--- src/sv/tcw_pkg.sv ---
// ----------------------------------------------------------------------------
// tcw_pkg
// Shared constants, types and row-table structs for the text console writer.
// ----------------------------------------------------------------------------
package tcw_pkg;

	localparam int SCREEN_COLS = 80;
	localparam int SCREEN_ROWS = 25;

	localparam int COL_W  = $clog2(SCREEN_COLS);
	localparam int HI_W   = $clog2(SCREEN_COLS + 1);
	localparam int ROW_W  = $clog2(SCREEN_ROWS);
	localparam int CELLS  = SCREEN_COLS * SCREEN_ROWS;
	localparam int ADDR_W = $clog2(CELLS);

	localparam logic [1:0] CMD_PUT   = 2'd0;
	localparam logic [1:0] CMD_CLEAR = 2'd1;
	localparam logic [1:0] CMD_READ  = 2'd2;

	localparam logic REG_ATTR  = 1'b0;
	localparam logic REG_BLANK = 1'b1;

	localparam logic [7:0]  NEWLINE_CODE = 8'h0A;
	localparam logic [7:0]  ATTR_RESET   = 8'h07;
	localparam logic [15:0] BLANK_RESET  = 16'h0720;

	typedef logic [COL_W-1:0] col_t;
	typedef logic [HI_W-1:0]  hi_t;
	typedef logic [ROW_W-1:0] row_t;
	typedef logic [15:0]      cell_t;

	typedef struct packed {
		logic  clear;
		logic  scroll;
		logic  put_wr;
		col_t  cur_col;
		row_t  cur_row;
		row_t  rd_row;
		col_t  rd_col;
		cell_t blank;
	} rt_req_t;

	typedef struct packed {
		row_t  cur_phys;
		row_t  rd_phys;
		logic  rd_written;
		cell_t rd_blank;
	} rt_look_t;

endpackage

--- src/sv/tcw_rowtab.sv ---
// ----------------------------------------------------------------------------
// tcw_rowtab
// Row table: rotating row base, per-row blank value and written column span.
// ----------------------------------------------------------------------------
module tcw_rowtab (
	input  logic               clk,
	input  logic               arst_n,
	input  tcw_pkg::rt_req_t   req,
	output tcw_pkg::rt_look_t  look
);
	import tcw_pkg::*;

	localparam logic [ROW_W:0] ROWS_X = (ROW_W + 1)'(SCREEN_ROWS);

	row_t  base_q;
	col_t  lo_q    [SCREEN_ROWS];
	hi_t   hi_q    [SCREEN_ROWS];
	cell_t blank_q [SCREEN_ROWS];

	logic [ROW_W:0] cur_sum;
	logic [ROW_W:0] rd_sum;
	row_t           cur_phys;
	row_t           rd_phys;
	hi_t            rd_col_x;

	always_comb begin
		cur_sum  = {1'b0, base_q} + {1'b0, req.cur_row};
		rd_sum   = {1'b0, base_q} + {1'b0, req.rd_row};
		cur_phys = (cur_sum >= ROWS_X) ? ROW_W'(cur_sum - ROWS_X) : ROW_W'(cur_sum);
		rd_phys  = (rd_sum >= ROWS_X) ? ROW_W'(rd_sum - ROWS_X) : ROW_W'(rd_sum);
		rd_col_x = HI_W'(req.rd_col);

		look.cur_phys   = cur_phys;
		look.rd_phys    = rd_phys;
		look.rd_written = (rd_col_x >= HI_W'(lo_q[rd_phys])) && (rd_col_x < hi_q[rd_phys]);
		look.rd_blank   = blank_q[rd_phys];
	end

	// cells of a row written since its last blanking form one span [lo, hi)
	always_ff @(posedge clk or negedge arst_n) begin
		if (!arst_n) begin
			base_q <= '0;
			for (int r = 0; r < SCREEN_ROWS; r++) begin
				lo_q[r]    <= '0;
				hi_q[r]    <= '0;
				blank_q[r] <= BLANK_RESET;
			end
		end else if (req.clear) begin
			for (int r = 0; r < SCREEN_ROWS; r++) begin
				blank_q[r] <= req.blank;
				if (ROW_W'(r) == cur_phys) begin
					lo_q[r] <= req.cur_col;
					hi_q[r] <= HI_W'(req.cur_col);
				end else begin
					lo_q[r] <= '0;
					hi_q[r] <= '0;
				end
			end
		end else begin
			if (req.put_wr) begin
				hi_q[cur_phys] <= HI_W'(req.cur_col) + HI_W'(1);
			end
			if (req.scroll) begin
				lo_q[base_q]    <= '0;
				hi_q[base_q]    <= '0;
				blank_q[base_q] <= req.blank;
				base_q          <= (base_q == ROW_W'(SCREEN_ROWS - 1)) ? '0
					: base_q + ROW_W'(1);
			end
		end
	end
endmodule

--- config.mk ---
export PLATFORM = sky130hd
export DESIGN_NAME = tcw_rowtab
export DESIGN_NICKNAME = d
export VERILOG_FILES = /design/src/sv/tcw_pkg.sv /design/src/sv/tcw_rowtab.sv
export SDC_FILE = /design/constraint.sdc
export NUM_CORES = 1
export LEC_CHECK = 0
export BUFFER_PORTS_ARGS = -buffer_cell sky130_fd_sc_hd__buf_2
export CAP_MARGIN = 10
export CORE_MARGIN = 2
export CORE_UTILIZATION = 40
export DETAILED_ROUTE_END_ITERATION = 8
export HOLD_SLACK_MARGIN = 0.05
export PLACE_DENSITY_LB_ADDON = 0.3
export RECOVER_POWER = 50
export SYNTH_ARGS = -nofsm -noshare
export SYNTH_HDL_FRONTEND = slang
export SYNTH_SLANG_ARGS = --single-unit
--- constraint.sdc ---
create_clock -name clk -period 17.7 [get_ports clk]
set_input_delay 3.54 -clock clk [delete_from_list [all_inputs] [get_ports clk]]
set_output_delay 3.54 -clock clk [all_outputs]
set_load 0.005 [all_outputs]
==> results by group <==
Logic synthesis
  • Synth Area in Compound Gates: 0.151
  • Main combinational cell family by area after synthesis: simple AND/OR/NAND/NOR gates
  • Yosys top cell area share: 0.431
  • Top cells by area, synth: dfrtp_1, nand2_1, dfstp_2
  • Post-synth top flop: dfrtp_1
  • Fraction of registers with async set/reset: 1.00
  • Synth Area in Simple Gates: 0.214
  • Mapped Nets: 4,313
  • Area leader, netlist: dfrtp_1
  • Mapped Area: 38,100 um2
  • Most frequent cell after synthesis: nand2_1
  • Xor/xnor cell area share of the yosys netlist: 0.00365
  • Adder-cell share of the synthesized area: 0.0116
  • Yosys warning total: 0
  • Sequential-to-total area share from yosys stat: 0.500
  • Syn Area/Cell: 8.99 um2
  • Cells after Synth: 4,234
  • Top cells by count, synth: nand2_1, dfrtp_1, clkbuf_1
  • Post-synthesis mux area share: 0.0786
  • Flop and latch count out of synthesis: 755
  • Netlist cell types: 72
  • EDFF count, synth: 0

Die
  • Die height: 312 um
  • IO Pins: 72
  • Core ar.: 94,600 um2
  • Die Area: 97,700 um2
  • Die Wd: 312 um
  • Initial Utilization: 0.402
  • Row count: 113

Final layout
  • Layout cells sized above 1: 0.155
  • Area delta synth->final: 10.5%
  • N_diodes: 0
  • Final net count: 4,192

Global routing
  • Largest net degree at the start of global routing: 173
  • Initial antenna violation count: 1
  • GRT Total Usage: 0.263
  • GR Overflow Total: 0
  • Number of global-route vias before repair: 31,000
  • Global-route wire length before repair: 198,000 um

STA
  • Worst Skew: 0.0219 ns
  • # setup viols final: 0
  • Worst-Margin Slew: 6.07 ns
  • RSZ-0062 raised after global routing: no
  • Slew Limit Fails: 842
  • Part of the cycle the worst path needs: 0.798
  • Minimum clock period: 14.12 ns
  • FMAX: 70.8 MHz
  • Min Hold Slack: 0.449 ns
  • Setup TNS: 0 ns
  • Headroom to the max-slew limit: -3.05
  • Final hold viol count: 0

Worst setup path
  • Reg2reg setup slack: 11.98 ns
  • Slowest stage delay, CP: 0.93 ns
  • CP Launch Type: input pin
  • CP Class: input pin to output pin
  • Max FO, Critical Path: 90
  • CP top delay family: compound AO/OA/AOI/OAI gates
  • CP bufs+invs: 6
  • Worst Path Arrival: 10.58 ns
  • Worst setup EP type: output pin
  • Worst EP required: 14.16 ns
  • Top cell by count, worst path: ha_1
  • Slowest CP cell: or4_2

CTS
  • Max H-tree Level: 3
  • Setup Fix Bufs, Post-CTS: 0
  • Max clock buf depth: 3
  • CTS tree: done
  • Cts hold-fix bufs: 0
  • Reg clk slew, reported paths: 0.06 ns
  • Clock Root Buffer: clkbuf_16
  • Post-CTS sizing: 0
  • Clock Latency Late Sink: 0.65 ns
  • Num CTS Buffers: 82
  • CTS Sinks: 755

Detailed routing
  • Avg WL per Cell: 23.9 um
  • Metal3 WL: 10,600 um
  • Met1 wire length: 56,300 um
  • Total number of vias: 32,100
  • # DRC: 0
  • Met2 wire len: 58,300 um
  • Highest Signal Layer: met5
  • Drt pass-1 iters: 7
  • Post-route ant nets: 0
  • Detailed Route Iter0 Violations: 3,557
  • Routed WL: 130,000 um
  • Via/cell ratio: 5.91

Status
  • Status: finished, violations left
  • Failing checks: capacitance limit, slew limit

Place
  • Dpl hpwl: 77,700 um
  • Final GP Congestion: 0.959
  • Port bufs: 71

Pwr
  • Leakage: 19.2 nW
  • VDD IR max: 0.249 mV
  • Cell Pwr Density: 219 nW/um2

Hold path
  • Tightest Hold Check Type: flop to flop

Run
  • Max Cap Violations: 17
[final cells by class]
cell class	count	area [um2]
clock buffers	125	2440
clock inverters	20	258
fillers	9252	52500
inverters	19	85.1
multi-input cells	3103	17700
flip-flops and latches	755	19000
well taps	1265	1580
repair buffers	152	963
[metrics by stage]
stage	std cells	power (mW)	utilization	setup slack, ns	cell area, um2
after global placement	5292	7.35	0.417	3.73	39400
after detailed placement	5292	7.37	0.417	3.71	39400
after CTS	5437	9.13	0.445	3.69	42100
after global routing	5439	9.67	0.445	2.23	42100
after floorplan	4234	5.53	-	5.68	38100
final	5439	9.23	0.445	3.58	42100
[worst reg2reg max path: stages (launching register included)]
cell	delay (ns)
dfrtp_1	0.50
ha_1	0.27
fa_1	0.60
inv_1	0.10
ha_1	0.21
or2_1	0.24
a32oi_1	0.41
a21oi_1	0.24
xnor2_4	0.80
inv_2	0.51
nor3_1	0.80
nand2_1	0.58
o21ai_0	0.36
[metal layers]
layer,GRT usage,vias to the layer above
met5,0.00290,-
met4,0.0935,4
met3,0.0554,268
met2,0.401,1332
met1,0.369,16100
li1,-,14400
[kinds of logic after synthesis]
kind of cell               after synthesis
and+or+nand+nor                       1930
DFF                                    755
muxes                                  259
adders and majority gates               34
AOI/OAI and AO/OA                      865
buffers and inverters                  376
xor gates and xnor gates                15
[flip-flops by register name, indices dropped and copies added (netlist names)]
| register | flops |
|---|---|
| hi_q | 175 |
| lo_q | 175 |
| base_q | 5 |
| blank_q | 400 |
[cell usage in the layout, fill, tap and decap left out, drive strengths merged, types with 75 or more instances in the layout]
cell type  count
a31oi         83
clkbuf       141
nand3        177
a21oi        129
a22o          80
mux2         138
and3          75
buf          136
dfstp        100
o21ai        269
nand2       1467
dfrtp        655
mux2i        103
[power breakdown]
group	leakage (nW)	switching, mW	internal [mW]	total, mW
Sequential	9.58	0.216	2.08	2.30
Clock	1.33	0.735	1.01	1.75
Combinational	8.29	3.68	1.51	5.19
Total	19.2	4.63	4.60	9.23
[final timing paths]
path / start / end / cells after the start
setup / recovery: req[23] / look[16] / 25
hold / removal: blank_q[184]$_DFFE_PN1P_ / blank_q[184]$_DFFE_PN1P_ / 2
setup reg to reg: base_q[0]$_DFFE_PN0P_ / lo_q[161]$_DFFE_PN0P_ / 12
hold reg to reg: blank_q[184]$_DFFE_PN1P_ / blank_q[184]$_DFFE_PN1P_ / 2
max in group asynchronous: arst_n / blank_q[124]$_DFFE_PN0P_ / 3
min in group asynchronous: arst_n / blank_q[369]$_DFFE_PN0P_ / 1
Note: power is estimated with default switching activity, not from simulation.
